**src/rtl/core/rwlf_pkg.sv**
```systemverilog
// Shared types and constants of the regularized weighted line fit.
// Depends on nothing; every other file of the block imports it.
package rwlf_pkg;

  localparam int WEIGHT_W   = 13;
  localparam int DEPTH_W    = 15;
  localparam int OUT_W      = 24;
  localparam int CFG_W      = 32;
  localparam int CFG_IDX_W  = 2;
  localparam int SW_W       = 29;
  localparam int SWX_W      = 44;
  localparam int SWXX_W     = 59;
  localparam int CNT_W      = 17;
  localparam int WX_W       = WEIGHT_W + DEPTH_W;
  localparam int WXX_W      = WX_W + DEPTH_W;
  localparam int MUL_W      = 64;
  localparam int PROD_W     = 2 * MUL_W;

  localparam logic [CNT_W-1:0] MAX_POINTS = 17'd65536;

  localparam logic [CFG_IDX_W-1:0] REG_LAMBDA_SCALE = 2'd0;
  localparam logic [CFG_IDX_W-1:0] REG_LAMBDA_BIAS  = 2'd1;

  localparam logic [1:0] STATUS_OK       = 2'd0;
  localparam logic [1:0] STATUS_FEW      = 2'd1;
  localparam logic [1:0] STATUS_SINGULAR = 2'd2;
  localparam logic [1:0] STATUS_OVERFLOW = 2'd3;

  localparam logic [OUT_W-1:0] LIM_POS = 24'h7FFFFF;
  localparam logic [OUT_W-1:0] LIM_NEG = 24'h800000;

  typedef struct packed {
    logic [WEIGHT_W-1:0] weight;
    logic [DEPTH_W-1:0]  depth_x;
    logic [DEPTH_W-1:0]  depth_y;
    logic                last;
  } in_t;

  typedef struct packed {
    logic signed [OUT_W-1:0] scale;
    logic signed [OUT_W-1:0] bias;
    logic [1:0]              status;
  } out_t;

  typedef struct packed {
    logic [SW_W-1:0]   sw;
    logic [SWX_W-1:0]  swx;
    logic [SWX_W-1:0]  swy;
    logic [SWXX_W-1:0] swxx;
    logic [SWXX_W-1:0] swxy;
    logic [CNT_W-1:0]  count;
    logic              ovf;
  } rwlf_sums_t;

endpackage

```
**src/rtl/core/rwlf_div.sv**
```systemverilog
// Restoring divider, 128 by 128 bits, one quotient bit per cycle.
// Depends on rwlf_pkg.
module rwlf_div import rwlf_pkg::*; (
  input  logic              clk,
  input  logic              rst_n,
  input  logic              start,
  input  logic [PROD_W-1:0] num,
  input  logic [PROD_W-1:0] den,
  output logic              done,
  output logic [PROD_W-1:0] quo
);

  logic [PROD_W-1:0] n_r, n_nxt, d_r, d_nxt, r_r, r_nxt, q_r, q_nxt;
  logic [PROD_W:0]   rs, rdiff;
  logic [6:0]        cnt_r, cnt_nxt;
  logic              busy_r, busy_nxt, done_r, done_nxt;

  assign rs    = {r_r, n_r[PROD_W-1]};
  assign rdiff = rs - {1'b0, d_r};

  always_comb begin
    n_nxt    = n_r;
    d_nxt    = d_r;
    r_nxt    = r_r;
    q_nxt    = q_r;
    cnt_nxt  = cnt_r;
    busy_nxt = busy_r;
    done_nxt = 1'b0;
    if (busy_r) begin
      n_nxt   = n_r << 1;
      cnt_nxt = cnt_r + 7'd1;
      if (!rdiff[PROD_W]) begin
        r_nxt = rdiff[PROD_W-1:0];
        q_nxt = {q_r[PROD_W-2:0], 1'b1};
      end else begin
        r_nxt = rs[PROD_W-1:0];
        q_nxt = {q_r[PROD_W-2:0], 1'b0};
      end
      if (cnt_r == 7'(PROD_W - 1)) begin
        busy_nxt = 1'b0;
        done_nxt = 1'b1;
      end
    end else if (start) begin
      n_nxt    = num;
      d_nxt    = den;
      r_nxt    = '0;
      q_nxt    = '0;
      cnt_nxt  = '0;
      busy_nxt = 1'b1;
    end
  end

  always_ff @(posedge clk) begin
    if (!rst_n) begin
      busy_r <= 1'b0;
      done_r <= 1'b0;
    end else begin
      busy_r <= busy_nxt;
      done_r <= done_nxt;
    end
    n_r   <= n_nxt;
    d_r   <= d_nxt;
    r_r   <= r_nxt;
    q_r   <= q_nxt;
    cnt_r <= cnt_nxt;
  end

  assign done = done_r;
  assign quo  = q_r;

endmodule
```
**config.mk**
```make
export PLATFORM = sky130hd
export DESIGN_NAME = rwlf_div
export DESIGN_NICKNAME = d
export VERILOG_FILES = /design/src/rtl/core/rwlf_pkg.sv /design/src/rtl/core/rwlf_div.sv
export SDC_FILE = /design/constraint.sdc
export NUM_CORES = 1
export LEC_CHECK = 0
export BUFFER_PORTS_ARGS = -buffer_cell sky130_fd_sc_hd__buf_4
export CAP_MARGIN = 0
export CORE_MARGIN = 3
export CORE_UTILIZATION = 45
export CTS_CLUSTER_SIZE = 28
export DETAILED_ROUTE_END_ITERATION = 16
export HOLD_SLACK_MARGIN = 0.1
export SLEW_MARGIN = 10
export SYNTH_ARGS = -nofsm -noshare
export SYNTH_HDL_FRONTEND = slang
export SYNTH_SLANG_ARGS = --single-unit
```
**constraint.sdc**
```tcl
create_clock -name clk -period 7.1 [get_ports clk]
set_input_delay 1.42 -clock clk [delete_from_list [all_inputs] [get_ports clk]]
set_output_delay 1.42 -clock clk [all_outputs]
set_load 0.005 [all_outputs]
```
### After elaboration in Yosys (flattened, before gate mapping)

Cells that the tools add are included.

| storage, ports and cells | value |
|---|---|
| bits in registers | 521 |
| latch bits | 0 |
| RAM bits | 0 |
| bits in read-only memories | 0 |
| input port bits | 259 |
| output and inout port bits | 129 |
| logic and storage cells | 28 |
| memories kept | 0 |

| cells by class | value |
|---|---|
| $add $sub $neg | 2 |
| multiply operators | 0 |
| divide/modulo/power cells | 0 |
| $lt $le $gt $ge | 0 |
| equality and inequality tests | 1 |
| shift-type cells | 0 |
| muxes and demuxes | 13 |
| bitwise gates (word level) | 1 |
| reductions and logical operators | 3 |

Operators by type and width:

| kind | number |
|---|---|
| 128-bit 2-to-1 mux | 6 |
| 129-bit by 128-bit subtractor with 129-bit output | 1 |
| 7-bit 2-to-1 mux | 2 |
| 7-bit by 1-bit adder with 7-bit output, second input constant | 1 |
| 7-bit equality test, second input constant | 1 |
| 1-bit 2-to-1 mux | 5 |
| 2-bit AND reduction | 2 |
| 2-bit nonzero test | 1 |
| 1-bit inverter | 1 |

### Longest topological paths before layout

| logic depth | value |
|---|---|
| word-level depth | 3 |
| mapped depth | 17 |
| depth with buffers taken out | 15 |

### Least setup slack after synthesis

No wires, ideal clock.

| timing path | value |
|---|---|
| path type | in2reg |
| start point | input port start |
| end point | register cnt_r[0] (enable) |
| arrival time | 6.087 ns |
| data required time | 6.507 ns |
| setup slack | 0.420 ns |
| cell stages on the path | 1 |
| buffers on the path | 0 |
| cell sequence | or2_2 |

| on the way | value |
|---|---|
| cells in the longest elaborated chain, start to end | 1 |

Ends and longest elaborated chain:

| item | line | RTL |
|---|---|---|
| start, declared | rwlf_div.sv:6 | `input logic start,` |
| 2-bit nonzero test (no line) | - |  |
| end signal, assigned | rwlf_div.sv:65 | `cnt_r <= cnt_nxt;` |
| end, declared | rwlf_div.sv:15 | `logic [6:0] cnt_r, cnt_nxt;` |

Every way passes these cells.
A chain may end at the register's enable or synchronous reset.

### Final worst setup path

| timing path | value |
|---|---|
| start point | register r_r[101] |
| end point | register r_r[118] (data pin) |

| on the way | value |
|---|---|
| cells in the longest elaborated chain, start to end | 3 |

Ends and longest elaborated chain:

| item | line | RTL |
|---|---|---|
| start, declared | rwlf_div.sv:13 | `logic [PROD_W-1:0] n_r, n_nxt, d_r, d_nxt, r_r, r_nxt, q_r, q_nxt;` |
| start signal, assigned | rwlf_div.sv:63 | `r_r <= r_nxt;` |
| 129-bit by 128-bit subtractor with 129-bit output | rwlf_div.sv:19 | `assign rdiff = rs - {1'b0, d_r};` |
| 128-bit 2-to-1 mux | rwlf_div.sv:32 | `if (!rdiff[PROD_W]) begin` |
| 128-bit 2-to-1 mux | rwlf_div.sv:29 | `if (busy_r) begin` |

Every way passes these cells.

==> results by group <==
Pwr
  • Internal: about 6.6 mW
  • Worst vdd ir: around 0.00023 V
  • Clock network power share: 30.4%
  • Pwr/cell area: 284 mW/mm2
  • Switching share of power: roughly a third
  • PnR Total Power: about 9.8 mW
  • Sequential share of power: about two fifths
  • Logic gate share of total power: 29.0%
  • Lkg Pwr: 14.1 nW
  • Psw: roughly 3.2 mW

Synthesis
  • Post-synthesis mux area share: less than 1%
  • Share of Yosys cell area claimed by the top area cell type: between 50% and 60%
  • Mapped Area: between 0.02 and 0.03 mm2
  • Ys flop type: edfxtp_1
  • Async SR Flop Fraction: 0%
  • Synth Instances: 2775
  • EDFF count, synth: slightly above 500
  • Simple-Gate Fraction of Synth Area: 14.3%
  • Synth Area in Adders: under 10%
  • Avg Inst Size Synth: roughly 10 um2
  • Unique cell type count in the Yosys netlist: 78
  • Top cells by area, synth: edfxtp_1, ha_1, a21oi_1, nand2_1, a22o_1
  • Largest family of logic cells by synthesized area: compound AO/OA/AOI/OAI gates
  • Yosys warning count: 0
  • Sequential area share after synthesis: 53.6%
  • Area share of xor/xnor cells in the synthesized design: under 10%
  • Post-synthesis compound-gate area fraction: a little under a fifth
  • Synth area leader: edfxtp_1
  • Synth Register Bits: 521
  • Synth Net Count: 3164

Clock network
  • Clk buf depth: 3
  • # H-tree levels: 2
  • Cts-stage hold buffer count: 0
  • Post-cts sizing count: 0
  • Clock root cell: clkbuf_16
  • Total CTS buffers: 56
  • Clock slew at reported path FFs: roughly 0.07 ns
  • CTS tree: yes
  • Clk Latency, worst-skew pair: ~0.63 ns
  • Setup repair bufs after CTS: 0
  • Clk sinks: ~520

Placed design
  • Dpl cell area: 0.0327 mm2
  • Placed insts: slightly below 4000
  • DPL Wire Length: between 60000 and 70000 um
  • Placement Setup Slack: approximately 1.7 ns
  • Port bufs: between 300 and 400
  • RePlAce Congestion: 0.940

Floorplan
  • Die ar.: approximately 0.068 mm2
  • Row cnt: 92
  • IO Pins: about 390
  • Starting Density: between 40% and 50%
  • Die Y: between 200 and 300 um
  • Core area: between 0.06 and 0.07 mm2
  • Die width: about 260 um

STA
  • Final max-slew violation count: 0
  • Worst-Margin Slew: between 1 and 1.5 ns
  • Fmax: around 190 MHz
  • Unrepaired setup endpoints after global routing: false
  • Final hold violations: 0
  • Final period util: ~75%
  • Worst Slack Setup Final: approximately 1.7 ns
  • Final-report setup violation count: 0
  • Worst hold margin: 0.527 ns
  • Clock Skew: about 0.025 ns
  • Final min period: 5.36 ns
  • Worst slew margin: approximately a fifth
  • Setup TNS: 0 ns

Detailed routing
  • # DRC: 0
  • Antenna viol nets, final: 0
  • DR WL/cell: approximately 22 um
  • DRT iter0 DRCs: between 2000 and 2500
  • Drt first pass iters: 6
  • Vias per inst: 5.75
  • Via count: around 23000
  • Total detailed-routing wirelength: about 86000 um

Critical path
  • Critical-path cell list: ha_1 -> and4_1 -> nand2_1 -> or3_1 -> or4_1 -> nor3_1 -> o21ai_0 -> a211oi_2 -> o221ai_2 -> xnor2_4 -> buf_4 -> and4_1 -> a311o_1
  • WP data arrival: between 5 and 6 ns
  • Path depth of the worst reg2reg path: 13
  • Slowest-stage cell, CP: buf_4
  • CP max stage delay: ~0.9 ns
  • CP bufs+invs: 1
  • Worst Setup Start Kind: flip-flop
  • CP endpoint kind: flip-flop
  • Levels on crit path: 13
  • Delay-heaviest family, CP: simple AND/OR/NAND/NOR gates
  • CP required: roughly 7.6 ns
  • Most common cell on crit path: and4_1
  • Worst-path fanout max: roughly 100
  • Crit Path Class: flip-flop to flip-flop

GRT
  • Largest net degree at the start of global routing: 156
  • Initial antenna violation count: 6
  • Remaining global-route overflow: 0
  • Global-route wire length before repair: 132000 um
  • Number of global-route vias before repair: ~23000
  • Global-route usage over all layers: 24.7%

Final layout
  • Layout area overhead: 18.5%
  • Layout Cells excl Fill: 3982
  • Final nets: 3473
  • Finished Core Util: ~54%
  • Fraction of layout cells with a size suffix above 1: 16.5%
  • Post-Layout Inst Area: 0.0345 mm2

Run status
  • Status: complete, no violations

Min path
  • Hold depth: 2
  • HP Class: flip-flop to flip-flop

Flow run
  • Max-Cap Viols: 0
## worst reg2reg max path, cell delays in order (launching register included)
cell and delay [ns]:
edfxtp_1 0.39, ha_1 0.48, and4_1 0.31, nand2_1 0.12, or3_1 0.37, or4_1 0.53
nor3_1 0.24, o21ai_0 0.18, a211oi_2 0.26, o221ai_2 0.24, xnor2_4 0.59, buf_4 0.89
and4_1 0.53, a311o_1 0.11
## layout by cell type, fill, tap and decap left out, types with 5 or more instances in the layout
| cell | n |
|---|---|
| or2_2 | 10 |
| nor2b_1 | 13 |
| a221oi_1 | 8 |
| a21o_1 | 48 |
| edfxtp_1 | 518 |
| o31ai_1 | 9 |
| o21a_1 | 16 |
| xnor2_1 | 67 |
| and2_1 | 138 |
| a31oi_1 | 13 |
| or3_1 | 12 |
| inv_1 | 177 |
| ha_1 | 129 |
| a2111oi_0 | 6 |
| a211oi_1 | 31 |
| xor2_1 | 41 |
| mux2i_1 | 7 |
| o31a_1 | 5 |
| bufinv_16 | 6 |
| nand4_1 | 67 |
| a21boi_0 | 7 |
| nand2_1 | 320 |
| nand2b_1 | 14 |
| clkinv_2 | 13 |
| and3_1 | 12 |
| clkinv_1 | 14 |
| nand3_1 | 35 |
| a22o_1 | 137 |
| a21oi_1 | 297 |
| o21ai_0 | 145 |
| clkbuf_16 | 57 |
| buf_4 | 402 |
| clkbuf_1 | 9 |
| nor4_1 | 13 |
| and4_1 | 17 |
| o211ai_1 | 11 |
| a32o_1 | 6 |
| o21bai_1 | 37 |
| nor3_1 | 32 |
| nor2_1 | 147 |
## registers in the layout, summed over array words and instances, names as in the netlist
signal and flops:
busy_r 1, cnt_r 7, d_r 128, done 1
n_r 128, quo 128, r_r 128
## path summary, 6_finish.rpt
kind	slack, ns	start	to
worst max-delay path	1.74	r_r[101]	r_r[118]
worst min-delay path	0.53	n_r[0]	n_r[0]
worst max register to register	1.74	r_r[101]	r_r[118]
worst min register to register	0.53	n_r[0]	n_r[0]
## layer usage
metal	vias to the layer above	part of all wire, %	wire length [um]	track usage, %
met5	-	0.072	62	0
met4	8	2.6	2200	6.38
met3	134	7.9	6770	6.44
met2	715	46	39900	39.6
met1	11200	43	37000	33.5
li1	10900	-	-	-
## power groups by stage
stage / combinational, mW / sequential (mW) / clock (mW)
after floorplan: 1.97 / 4.00 / 0
after global placement: 2.79 / 4.03 / 0
after detailed placement: 2.82 / 4.03 / 0
after CTS: 2.83 / 3.98 / 3.07
after global routing: 3.15 / 4.01 / 3.19
final: 2.85 / 3.98 / 2.99
## logic make-up (layout without fill, tap and decap cells)
| kind of cell | count (synthesis) | in the layout |
|---|---|---|
| buf+inv | 333 | 690 |
| flops | 521 | 521 |
| mux | 7 | 7 |
| compound gates | 823 | 823 |
| simple gates | 851 | 851 |
| other cells | 0 | 4 |
| fa+ha+maj | 130 | 130 |
| xor+xnor | 110 | 110 |
## cell type report
type | count | area (um2)
fillers | 5746 | 29000
flip-flops and latches | 521 | 15600
repair buffers | 405 | 3080
clock buffers | 66 | 1460
inverters | 179 | 673
multi-input cells | 1921 | 12200
diodes | 4 | 10.0
well taps | 846 | 1060
clock inverters | 40 | 402
## synth_stat cells (12+ instances only)
cell and instances:
o21a_1 16, inv_1 177, a22o_1 137, nor2_1 147
nor2b_1 14, and4_1 17, ha_1 129, a31oi_1 13
edfxtp_1 518, a211oi_1 31, clkbuf_1 110, and2_1 138
a21o_1 48, a21oi_1 297, nor3_1 32, nand4_1 67
and3_1 12, o21bai_1 37, nand2b_1 14, nor4_1 13
xnor2_1 67, buf_2 29, nand2_1 320, o21ai_0 145
or3_1 12, nand3_1 35, xor2_1 42
(Power assumes the default switching activity.)
