[config.mk]
export PLATFORM = sky130hd
export DESIGN_NAME = rwlf_mul
export DESIGN_NICKNAME = d
export VERILOG_FILES = /design/src/rtl/core/rwlf_pkg.sv /design/src/rtl/core/rwlf_mul.sv
export SDC_FILE = /design/constraint.sdc
export NUM_CORES = 1
export LEC_CHECK = 0
export BUFFER_PORTS_ARGS = -buffer_cell sky130_fd_sc_hd__buf_2
export CAP_MARGIN = 20
export CELL_PAD_IN_SITES_DETAIL_PLACEMENT = 0
export CELL_PAD_IN_SITES_GLOBAL_PLACEMENT = 1
export CORE_MARGIN = 2
export CORE_UTILIZATION = 50
export CTS_CLUSTER_DIAMETER = 120
export CTS_CLUSTER_SIZE = 40
export DETAILED_ROUTE_END_ITERATION = 10
export GPL_TIMING_DRIVEN = 1
export HOLD_SLACK_MARGIN = 0.02
export PLACE_DENSITY_LB_ADDON = 0.1
export SYNTH_ARGS = -nofsm -noshare
export SYNTH_HDL_FRONTEND = slang
export SYNTH_SLANG_ARGS = --single-unit
export TNS_END_PERCENT = 10
[constraint.sdc]
create_clock -name clk -period 8.1 [get_ports clk]
set_clock_uncertainty 0.15 [all_clocks]
set_input_delay 0.81 -clock clk [delete_from_list [all_inputs] [get_ports clk]]
set_output_delay 0.81 -clock clk [all_outputs]
set_load 0.05 [all_outputs]
[src/rtl/core/rwlf_pkg.sv]
// Shared types and constants of the regularized weighted line fit.
// Depends on nothing; every other file of the block imports it.
package rwlf_pkg;

  localparam int WEIGHT_W   = 13;
  localparam int DEPTH_W    = 15;
  localparam int OUT_W      = 24;
  localparam int CFG_W      = 32;
  localparam int CFG_IDX_W  = 2;
  localparam int SW_W       = 29;
  localparam int SWX_W      = 44;
  localparam int SWXX_W     = 59;
  localparam int CNT_W      = 17;
  localparam int WX_W       = WEIGHT_W + DEPTH_W;
  localparam int WXX_W      = WX_W + DEPTH_W;
  localparam int MUL_W      = 64;
  localparam int PROD_W     = 2 * MUL_W;

  localparam logic [CNT_W-1:0] MAX_POINTS = 17'd65536;

  localparam logic [CFG_IDX_W-1:0] REG_LAMBDA_SCALE = 2'd0;
  localparam logic [CFG_IDX_W-1:0] REG_LAMBDA_BIAS  = 2'd1;

  localparam logic [1:0] STATUS_OK       = 2'd0;
  localparam logic [1:0] STATUS_FEW      = 2'd1;
  localparam logic [1:0] STATUS_SINGULAR = 2'd2;
  localparam logic [1:0] STATUS_OVERFLOW = 2'd3;

  localparam logic [OUT_W-1:0] LIM_POS = 24'h7FFFFF;
  localparam logic [OUT_W-1:0] LIM_NEG = 24'h800000;

  typedef struct packed {
    logic [WEIGHT_W-1:0] weight;
    logic [DEPTH_W-1:0]  depth_x;
    logic [DEPTH_W-1:0]  depth_y;
    logic                last;
  } in_t;

  typedef struct packed {
    logic signed [OUT_W-1:0] scale;
    logic signed [OUT_W-1:0] bias;
    logic [1:0]              status;
  } out_t;

  typedef struct packed {
    logic [SW_W-1:0]   sw;
    logic [SWX_W-1:0]  swx;
    logic [SWX_W-1:0]  swy;
    logic [SWXX_W-1:0] swxx;
    logic [SWXX_W-1:0] swxy;
    logic [CNT_W-1:0]  count;
    logic              ovf;
  } rwlf_sums_t;

endpackage

[src/rtl/core/rwlf_mul.sv]
// Bit-serial shift-add multiplier, 64 x 64 to 128 bits, one multiplier bit per cycle.
// Depends on rwlf_pkg.
module rwlf_mul import rwlf_pkg::*; (
  input  logic              clk,
  input  logic              rst_n,
  input  logic              start,
  input  logic [MUL_W-1:0]  a,
  input  logic [MUL_W-1:0]  b,
  output logic              done,
  output logic [PROD_W-1:0] p
);

  logic [PROD_W-1:0] mc_r, mc_nxt, p_r, p_nxt;
  logic [MUL_W-1:0]  mb_r, mb_nxt;
  logic [5:0]        cnt_r, cnt_nxt;
  logic              busy_r, busy_nxt, done_r, done_nxt;

  always_comb begin
    mc_nxt   = mc_r;
    p_nxt    = p_r;
    mb_nxt   = mb_r;
    cnt_nxt  = cnt_r;
    busy_nxt = busy_r;
    done_nxt = 1'b0;
    if (busy_r) begin
      p_nxt   = p_r + (mb_r[0] ? mc_r : '0);
      mc_nxt  = mc_r << 1;
      mb_nxt  = mb_r >> 1;
      cnt_nxt = cnt_r + 6'd1;
      if (cnt_r == 6'(MUL_W - 1)) begin
        busy_nxt = 1'b0;
        done_nxt = 1'b1;
      end
    end else if (start) begin
      mc_nxt   = {{MUL_W{1'b0}}, a};
      mb_nxt   = b;
      p_nxt    = '0;
      cnt_nxt  = '0;
      busy_nxt = 1'b1;
    end
  end

  always_ff @(posedge clk) begin
    if (!rst_n) begin
      busy_r <= 1'b0;
      done_r <= 1'b0;
    end else begin
      busy_r <= busy_nxt;
      done_r <= done_nxt;
    end
    mc_r  <= mc_nxt;
    p_r   <= p_nxt;
    mb_r  <= mb_nxt;
    cnt_r <= cnt_nxt;
  end

  assign done = done_r;
  assign p    = p_r;

endmodule

Yosys cells after proc, flatten, opt, wreduce, memory -nomap -nowiden
Index checks and enable logic that the tools add are counted.
{"block": "totals", "regBits": 328, "in_bits": 131, "out_inout_bits": 129, "word_cells": 26}
{"block": "classes", "n_addsub": 2, "n_eq_ne": 1, "muxes": 13, "reduce_logical": 2}
{"op": "$mux 128", "count": 5}
{"op": "$add 128x128->128", "count": 1}
{"op": "$mux 63", "count": 2}
{"op": "$mux 6", "count": 2}
{"op": "$add 6x1->6 const B", "count": 1}
{"op": "$eq 6x6->1 const B", "count": 1}
{"op": "$mux 1", "count": 4}
{"op": "$reduce_and 2->1", "count": 1}
{"op": "$reduce_bool 2->1", "count": 1}

Logic depth before layout (Yosys ltp)
Gate-level depths: netlist of run 1.
{"block": "logic_depth", "depth_word": 3, "mapped_depth": 16}

Least setup slack after synthesis of run 1
Ideal clock, no wire load.
{"block": "synth_timing", "path_type": "input port to flip-flop", "startpoint": "input start", "endpoint": "register cnt_r[0], enable pin", "arrival_ps": 4701, "required_ps": 7397, "path_slack_ps": 2696, "path_stages": 1, "n_path_buf": 0, "cell_sequence": "or2_2"}
{"block": "synth_via", "elab_chain_len": 1}
{"element": "from (decl)", "line": "rwlf_mul.sv:6", "source": "input logic start,"}
{"element": "$reduce_bool 2->1 (no source line)"}
{"element": "to (signal assigned)", "line": "rwlf_mul.sv:54", "source": "cnt_r <= cnt_nxt;"}
{"element": "to (decl)", "line": "rwlf_mul.sv:15", "source": "logic [5:0] cnt_r, cnt_nxt;"}
Every way passes these cells.
A chain may end at the register's enable or synchronous reset.

Final worst setup path of run 1
{"block": "layout_timing", "startpoint": "register mb_r[0]", "endpoint": "register p_r[106], in the netlist p[106] (data pin)"}
{"block": "layout_via", "elab_chain_len": 3}
{"element": "from (decl)", "line": "rwlf_mul.sv:14", "source": "logic [MUL_W-1:0] mb_r, mb_nxt;"}
{"element": "from (signal assigned)", "line": "rwlf_mul.sv:53", "source": "mb_r <= mb_nxt;"}
{"element": "$mux 128", "line": "rwlf_mul.sv:26", "source": "p_nxt = p_r + (mb_r[0] ? mc_r : '0);"}
{"element": "$add 128x128->128", "line": "rwlf_mul.sv:26"}
{"element": "$mux 128", "line": "rwlf_mul.sv:25", "source": "if (busy_r) begin"}
{"element": "to (signal assigned)", "line": "rwlf_mul.sv:52", "source": "p_r <= p_nxt;"}
{"element": "to (decl)", "line": "rwlf_mul.sv:13", "source": "logic [PROD_W-1:0] mc_r, mc_nxt, p_r, p_nxt;"}
Every way passes these cells.

==> results.py, run 1 <==
metrics = {
    "clock_tree": {
        "cts-htree-levels": 1,
        "cts_resized": 0,
        "cts_root_buf": "clkbuf_16",
        "path_clk_slew_ns": 0.14,
        "holdBufCountCts": 0,
        "cts_setup_buffers": 0,
        "cts_buffer_depth": 3,
        "clock_sinks": 328,
        "cts_tree": "yes",
        "clock_latency_ns": 0.55,
        "cts_buffers": 15,
    },
    "power_and_ir_drop": {
        "power_density_mw_per_mm2": 200,
        "finalPower_w": 0.00485,
        "p_leak_nw": 9.71,
        "ir_drop_uv": 188,
    },
    "critical_path": {
        "r2r_setup_slack_ns": 2.42,
        "critical_path_peak_fanout": 49,
        "start_kind": "flop",
        "worstSetupEndpointType": "flop",
        "cp_data_required_time_ns": 8.34,
        "cp.arrival_ns": 5.92,
        "critPathKind": "flop to flop",
        "rr_worst_depth": 15,
    },
    "synth": {
        "ys_warn_count": 0,
        "synth-seq-area-share": 0.446,
        "post_synth_num_cell_types": 79,
        "synth.net_count": 2510,
        "synthCells": 2250,
        "synth_edf_count": 324,
        "ys_seq_elements": 328,
        "avgSynthCellArea_um2": 9.78,
        "async_reset_ff_frac": 0,
        "ys_dominant_reg_cell": "edfxtp_1",
        "netlist_area_mm2": 0.0220,
    },
    "placed_design": {
        "gp_congestion": 0.945,
        "dp_hpwl_mm": 49.4,
        "port_buffers": 259,
        "dpl_cell_area_mm2": 0.0237,
    },
    "min_path": {
        "hp-class": "primary input to flop",
        "hold_depth": 3,
    },
    "floorplan": {
        "ios": 260,
        "dieWidth_um": 214,
        "die_h_um": 214,
        "die_area_mm2": 0.0457,
        "core_mm2": 0.0433,
        "start_util": 0.509,
        "rows": 76,
    },
    "cells_and_area": {
        "final_common_cell": "edfxtp_1",
        "num_antenna_cells": 0,
        "nets": 2673,
        "final_cell_mix": "324 x edfxtp_1, 259 x buf_2, 236 x nor2_1",
        "drive_gt1_frac": 0.164,
        "area_growth_pct": 10.0,
        "ff_latch_area_mm2": 0.00981,
        "fill_cells": 3907,
        "multi_input_area_mm2": 0.0115,
        "final_cell_area_mm2": 0.0242,
    },
    "timing": {
        "hold_violations": 0,
        "final.setup.tns_ns": 0,
        "rsz0062_at_grt": "no",
        "slew_violations": 0,
        "maxSlewHeadroom": 0.347,
        "setup_viol": 0,
        "period_share": 0.701,
        "max_freq_mhz": 176,
        "tightest_slew_ns": 0.969,
        "fin_crit_ns": 5.68,
    },
    "grt": {
        "grt.overflow.total": 0,
        "grt_start_max_net_pins": 139,
        "grt_pass1_wl_mm": 97.7,
        "antenna_found_initial": 1,
        "grt_pass1_vias": 17600,
        "grtUsageTotal": 0.274,
    },
    "route": {
        "antenna_left": 0,
        "drc": 0,
        "drt_wl_total_mm": 63.9,
        "via_per_inst": 5.90,
        "wl_per_cell_um": 21.2,
        "drt-initial-drc-count": 1367,
        "first_pass_iters": 5,
        "vias": 17700,
    },
    "outcome": {
        "status": "finished, final reports clean",
    },
    "run": {
        "drv_cap": 0,
    },
}
==> power by group <==
| group | switching, W | internal (W) |
|---|---|---|
| logic | 0.00110 | 0.000522 |
| registers | 0.000128 | 0.00210 |
| clock network | 0.000604 | 0.000386 |
| total | 0.00184 | 0.00301 |
==> cell type report <==
| type | instances | share of cell area |
|---|---|---|
| clock buffer | 17 | 0.0162 |
| multi-input combinational | 1753 | 0.477 |
| clock inverter | 8 | 0.00481 |
| inverter | 41 | 0.00641 |
| timing repair buffer | 274 | 0.0601 |
| tap | 585 | 0.0302 |
| sequential | 328 | 0.405 |
==> worst paths after layout <==
check           start        to
max           mb_r[0]    p[106]
min             rst_n    busy_r
max reg2reg   mb_r[0]    p[106]
min reg2reg  mb_r[63]  mb_r[63]
==> critical path: stages, from the launching register on <==
cell	delay, ns
edfxtp_1	0.53
buf_4	0.31
and2_1	0.22
ha_1	0.22
fa_1	0.43
a211o_1	0.35
a211oi_2	0.30
nor4_1	0.12
o21ai_1	0.34
a21oi_1	0.21
nor3_1	0.54
o21ai_0	0.37
o31a_1	0.41
nand2b_1	0.30
a211oi_1	0.43
mux2i_1	0.26
==> routing by layer <==
metal / routed length, um / part of all wire / track usage / vias to the layer above
met5: 13 / 0.00020 / 0 / -
li1: - / - / - / 8576
met3: 3240 / 0.051 / 0.0360 / 90
met4: 1650 / 0.026 / 0.0750 / 2
met2: 30600 / 0.48 / 0.465 / 476
met1: 28400 / 0.44 / 0.369 / 8592
==> state kept, by name, summed over array words and instances (netlist names) <==
signal,flops
done,1
p,128
cnt_r,6
mc_r,128
mb_r,64
busy_r,1
==> kinds of logic after synthesis <==
kind of cell               Yosys count  share of synthesized area
DFF                                328                      0.446
buffers and inverters              169                     0.0302
AOI/OAI and AO/OA                  618                      0.181
adders and majority gates          129                     0.0737
muxes                               74                     0.0372
xor gates and xnor gates           114                     0.0454
and+or+nand+nor                    818                      0.186
==> synthesized netlist by cell type (all sizes together) (18+ instances only) <==
| master | n | area share |
|---|---|---|
| mux2 | 63 | 0.032 |
| a21boi | 18 | 0.0061 |
| nand2 | 172 | 0.029 |
| buf | 20 | 0.0046 |
| and2 | 205 | 0.058 |
| nor2 | 236 | 0.040 |
| o21ai | 135 | 0.031 |
| clkbuf | 108 | 0.019 |
| ha | 128 | 0.073 |
| a21oi | 208 | 0.048 |
| xor2 | 50 | 0.020 |
| a21o | 47 | 0.016 |
| nand4 | 71 | 0.020 |
| xnor2 | 64 | 0.025 |
| nor3 | 27 | 0.0061 |
| nand3 | 20 | 0.0045 |
| inv | 41 | 0.0070 |
| a31oi | 20 | 0.0064 |
| edfxtp | 324 | 0.44 |
| o21bai | 37 | 0.013 |
| nand2b | 21 | 0.0060 |
| a22o | 63 | 0.025 |
==> per-stage QoR <==
| stage | util | std cells | worst slack (ns) | hold slack [ns] |
|---|---|---|---|---|
| 2_1_floorplan | - | 2250 | 2.70 | 0.304 |
| 3_3_place_gp | 0.546 | 2979 | 1.86 | 0.321 |
| 3_5_place_dp | 0.547 | 2980 | 1.95 | 0.342 |
| 4_1_cts | 0.559 | 3005 | 1.93 | 0.276 |
| 5_1_grt | 0.559 | 3006 | 2.23 | 0.295 |
| 6_report | 0.559 | 3006 | 2.42 | 0.300 |
(Power assumes the default switching activity.)
==> run 2: changes to the inputs <==
- CORE_UTILIZATION: 50 -> 42
- clock period: 8.1 -> 4.8 ns (I/O delays scaled with it)
==> results.py, run 2 (synthesis gave the netlist of run 1 again) <==
metrics = {
    "clock_tree": {
        "cts_buffers": 15,
        "cts_buffer_depth": 3,
        "cts_root_buf": "clkbuf_16",
        "clock_sinks": 328,
        "cts-htree-levels": 1,
        "path_clk_slew_ns": 0.14,
        "cts_tree": "yes",
        "clock_latency_ns": 0.58,
    },
    "timing": {
        "slew_violations": 0,
        "setup_ws_ns": 0.160,
        "final.setup.tns_ns": 0,
        "setup_viol": 0,
        "period_share": 0.967,
        "maxSlewHeadroom": 0.425,
        "fin_crit_ns": 4.64,
        "tightest_slew_ns": 0.862,
        "hold_violations": 0,
        "max_freq_mhz": 216,
        "rsz0062_at_grt": "yes",
        "hold_ws_ns": 0.0469,
    },
    "placed_design": {
        "pre_cts_slack_ns": -0.0149,
        "port_buffers": 259,
        "gp_congestion": 0.943,
        "dp_hpwl_mm": 52.0,
    },
    "grt": {
        "grt_start_max_net_pins": 83,
        "antenna_found_initial": 0,
        "grt.overflow.total": 0,
        "grt_pass1_wl_mm": 104,
        "grtUsageTotal": 0.243,
        "grt_pass1_vias": 18200,
    },
    "route": {
        "antenna_left": 0,
        "met2WireLength_mm": 31.9,
        "vias": 18100,
        "drt-met1-wl_mm": 31.2,
        "drt-initial-drc-count": 1197,
        "via_per_inst": 5.60,
        "drc": 0,
        "top_layer": "met4",
        "met3_wirelength_mm": 2.26,
        "wl_per_cell_um": 20.7,
        "first_pass_iters": 5,
        "drt_wl_total_mm": 67.0,
    },
    "power_and_ir_drop": {
        "power_density_mw_per_mm2": 326,
        "finalPower_w": 0.00834,
        "p_leak_nw": 10.3,
        "ir_drop_uv": 279,
    },
    "critical_path": {
        "cp_data_required_time_ns": 5.04,
        "cp.arrival_ns": 4.88,
        "start_kind": "flop",
        "worstSetupEndpointType": "flop",
        "critical_path_peak_fanout": 34,
        "critPathKind": "flop to flop",
    },
    "floorplan": {
        "die_h_um": 233,
        "core_mm2": 0.0515,
        "start_util": 0.427,
        "dieWidth_um": 233,
        "ios": 260,
        "rows": 83,
        "die_area_mm2": 0.0542,
    },
    "cells_and_area": {
        "final_cell_mix": "324 x edfxtp_1, 259 x buf_2, 236 x nor2_1",
        "area_growth_pct": 16.5,
        "fill_cells": 5022,
        "num_antenna_cells": 0,
        "drive_gt1_frac": 0.176,
        "nets": 2802,
        "final_common_cell": "edfxtp_1",
        "finish.utilization": 0.497,
    },
    "run": {
        "drv_cap": 0,
    },
    "outcome": {
        "status": "finished, final reports clean",
    },
    "min_path": {
        "hp-class": "primary input to flop",
    },
}
[run 2: changes by cell type in the layout (fill, tap and decap cells not counted), sizes merged]
cell and delta:
buf +37, dlygate4sd3 +92, clkinvlp -1, clkinv -1
inv +3
[run 2: stage by stage]
stage               std cells  cell area (um2)
global placement         3111            24100
global route             3231            25600
detailed placement       3111            24100
finish                   3231            25600
floorplan                2250            22000
CTS                      3226            25500
[run 2: path summary, 6_finish.rpt]
path              slack (ns)  cells after the start        to      from
hold / removal          0.05                      2  mc_r[52]     a[52]
setup reg to reg        0.16                     16    p[119]   mb_r[0]
hold reg to reg         0.36                      2  mb_r[63]  mb_r[63]
setup / recovery        0.16                     16    p[119]   mb_r[0]
[run 2: area by class of cell]
| type | count | area, um2 | share of cell area |
|---|---|---|---|
| Multi-Input combinational cell | 1753 | 11600 | 0.454 |
| Tap cell | 680 | 851 | 0.0332 |
| Clock buffer | 17 | 393 | 0.0153 |
| Timing Repair Buffer | 403 | 2660 | 0.104 |
| Clock inverter | 9 | 128 | 0.00498 |
| Inverter | 41 | 156 | 0.00610 |
| Sequential cell | 328 | 9810 | 0.383 |
[run 2: report_power, final]
group          switching [W]  total (W)  internal, W
Combinational        0.00191    0.00287     0.000965
Sequential          0.000210    0.00376      0.00355
Clock                0.00105    0.00171     0.000658
Total                0.00317    0.00834      0.00517
[run 2: repair_timing]
action,4_1_cts,5_1_grt
resized for setup,1,20
hold buffers,89,3
setup endpoints to repair,2,20
pin swaps,0,2
endpoints found under the hold margin,90,3
buffers inserted,0,2
[run 2: layer usage]
| layer | vias to the layer above | track usage |
|---|---|---|
| met5 | - | 0 |
| met1 | 8763 | 0.337 |
| li1 | 8838 | - |
| met2 | 407 | 0.410 |
| met4 | 0 | 0.0583 |
| met3 | 82 | 0.0217 |
[run 2: worst max-delay path, stage by stage (launching register included)]
cell,delay (ns)
edfxtp_1,0.47
buf_4,0.21
buf_4,0.23
and2_1,0.17
ha_1,0.28
a21o_1,0.22
a31o_2,0.27
a31o_1,0.22
o31ai_1,0.26
buf_4,0.18
and3b_1,0.29
o31ai_4,0.14
a31oi_1,0.50
o31ai_2,0.20
nand2b_1,0.22
a31oi_1,0.22
mux2i_1,0.20
==> run 3: changes to the inputs <==
- CAP_MARGIN: 20 -> default
- HOLD_SLACK_MARGIN: 0.02 -> 0.06
- REMOVE_ABC_BUFFERS: default -> 1
==> results.py, run 3 (synthesis gave the netlist of run 1 again) <==
metrics = {
    "outcome": {
        "status": "finished, final reports clean",
    },
    "clock_tree": {
        "cts_tree": "yes",
        "path_clk_slew_ns": 0.14,
        "clock_latency_ns": 0.57,
        "cts_buffers": 15,
        "cts-htree-levels": 1,
        "cts_root_buf": "clkbuf_16",
        "clock_sinks": 328,
        "cts_buffer_depth": 3,
    },
    "min_path": {
        "hp-class": "primary input to flop",
    },
    "timing": {
        "period_share": 0.946,
        "slew_violations": 0,
        "tightest_slew_ns": 1.00,
        "rsz0062_at_grt": "no",
        "maxSlewHeadroom": 0.330,
        "max_freq_mhz": 220,
        "fin_crit_ns": 4.54,
        "hold_violations": 0,
        "setup_ws_ns": 0.261,
        "setup_viol": 0,
    },
    "grt": {
        "grt_pass1_vias": 18900,
        "grt.overflow.total": 0,
        "antenna_found_initial": 0,
        "grt_start_max_net_pins": 126,
        "grtUsageTotal": 0.251,
        "grt_pass1_wl_mm": 107,
    },
    "route": {
        "drc": 0,
        "drt_wl_total_mm": 69.1,
        "first_pass_iters": 5,
        "via_per_inst": 5.48,
        "antenna_left": 0,
        "vias": 18600,
        "wl_per_cell_um": 20.4,
        "drt-initial-drc-count": 1042,
    },
    "critical_path": {
        "critPathKind": "flop to flop",
        "worstSetupEndpointType": "flop",
        "cp_common_cell": "buf_4",
        "max_stage_delay_ns": 0.47,
        "cp.arrival_ns": 4.71,
        "start_kind": "flop",
        "critical_path_peak_fanout": 60,
        "cp_slowest_cell": "edfxtp_1",
        "crit_path_cell_trace": "buf_12, buf_6, and2_1, ha_1, nand4_1, nor4b_2, nand2_1, or3b_1, a211oi_2, nor3_1, buf_4, o21ai_2, a21oi_2, buf_4, o31ai_1, xnor2_1, nor2_1",
        "cp_data_required_time_ns": 4.97,
    },
    "cells_and_area": {
        "fill_cells": 4921,
        "num_antenna_cells": 0,
        "final_common_cell": "edfxtp_1",
        "drive_gt1_frac": 0.206,
        "multi_input_area_mm2": 0.0116,
        "final_cell_mix": "324 x edfxtp_1, 259 x buf_2, 236 x nor2_1",
        "nets": 2955,
        "ff_latch_area_mm2": 0.00981,
        "area_growth_pct": 21.9,
    },
    "floorplan": {
        "die_h_um": 233,
        "dieWidth_um": 233,
        "start_util": 0.427,
        "ios": 260,
        "core_mm2": 0.0515,
        "die_area_mm2": 0.0542,
        "rows": 83,
    },
    "power_and_ir_drop": {
        "finalPower_w": 0.00860,
        "power_density_mw_per_mm2": 321,
        "ir_drop_uv": 291,
        "p_leak_nw": 11.0,
    },
    "placed_design": {
        "port_buffers": 259,
        "gp_congestion": 0.914,
        "pre_cts_slack_ns": 0.0203,
        "dp_hpwl_mm": 53.1,
    },
    "run": {
        "drv_cap": 0,
    },
}
==> run 3: critical path, delay by kind of cell (launching register included) <==
family,cells,cell delay [ns]
and+or+nand+nor,7,1.46
DFF,1,0.47
buffers and inverters,4,0.73
AOI/OAI and AO/OA,4,0.84
adders and majority gates,1,0.41
xor gates and xnor gates,1,0.16
==> run 3: power by group <==
part,internal [W],switching (W),total [W]
combinational,0.00112,0.00193,0.00305
sequential,0.00355,0.000207,0.00376
clock,0.000666,0.00112,0.00179
==> run 3: metal layers <==
metal	global-route usage	vias up	share of wire
li1	-	9132	-
met1	0.315	8958	0.43
met2	0.456	374	0.51
met3	0.0249	90	0.032
met4	0.0683	0	0.029
met5	0	-	0
==> run 3: repair_timing <==
item,4_1_cts,5_1_grt
hold buffers,124,0
pin swaps,0,2
endpoints found under the hold margin,124,0
buffers inserted,0,1
resized for setup,1,4
endpoints found under the setup margin,3,20
==> run 3: stage by stage <==
step | hold WS, ns | setup TNS [ns] | util | instance area (um2) | cells
CTS | 0.0602 | 0 | 0.520 | 26800 | 3382
floorplan | 0.304 | -1762.14 | - | 21500 | 2122
global route | 0.0747 | 0 | 0.520 | 26800 | 3383
global placement | 0.322 | 0 | 0.485 | 25000 | 3233
detailed placement | 0.345 | 0 | 0.485 | 25000 | 3233
finish | 0.0770 | 0 | 0.520 | 26800 | 3383
==> run 3: path summary, 6_finish.rpt <==
path,end,from,slack (ns),cells after the start
setup / recovery,p[115],mb_r[0],0.26,17
hold / removal,mb_r[63],start,0.08,3
setup reg to reg,p[115],mb_r[0],0.26,17
hold reg to reg,mb_r[63],mb_r[63],0.39,2
==> run 3: area by class of cell <==
| type | instances | area share |
|---|---|---|
| clock buffer | 16 | 0.0141 |
| clock inverter | 9 | 0.00663 |
| inverter | 41 | 0.00583 |
| multi-input combinational | 1753 | 0.431 |
| sequential | 328 | 0.366 |
| tap | 680 | 0.0317 |
| timing repair buffer | 556 | 0.145 |
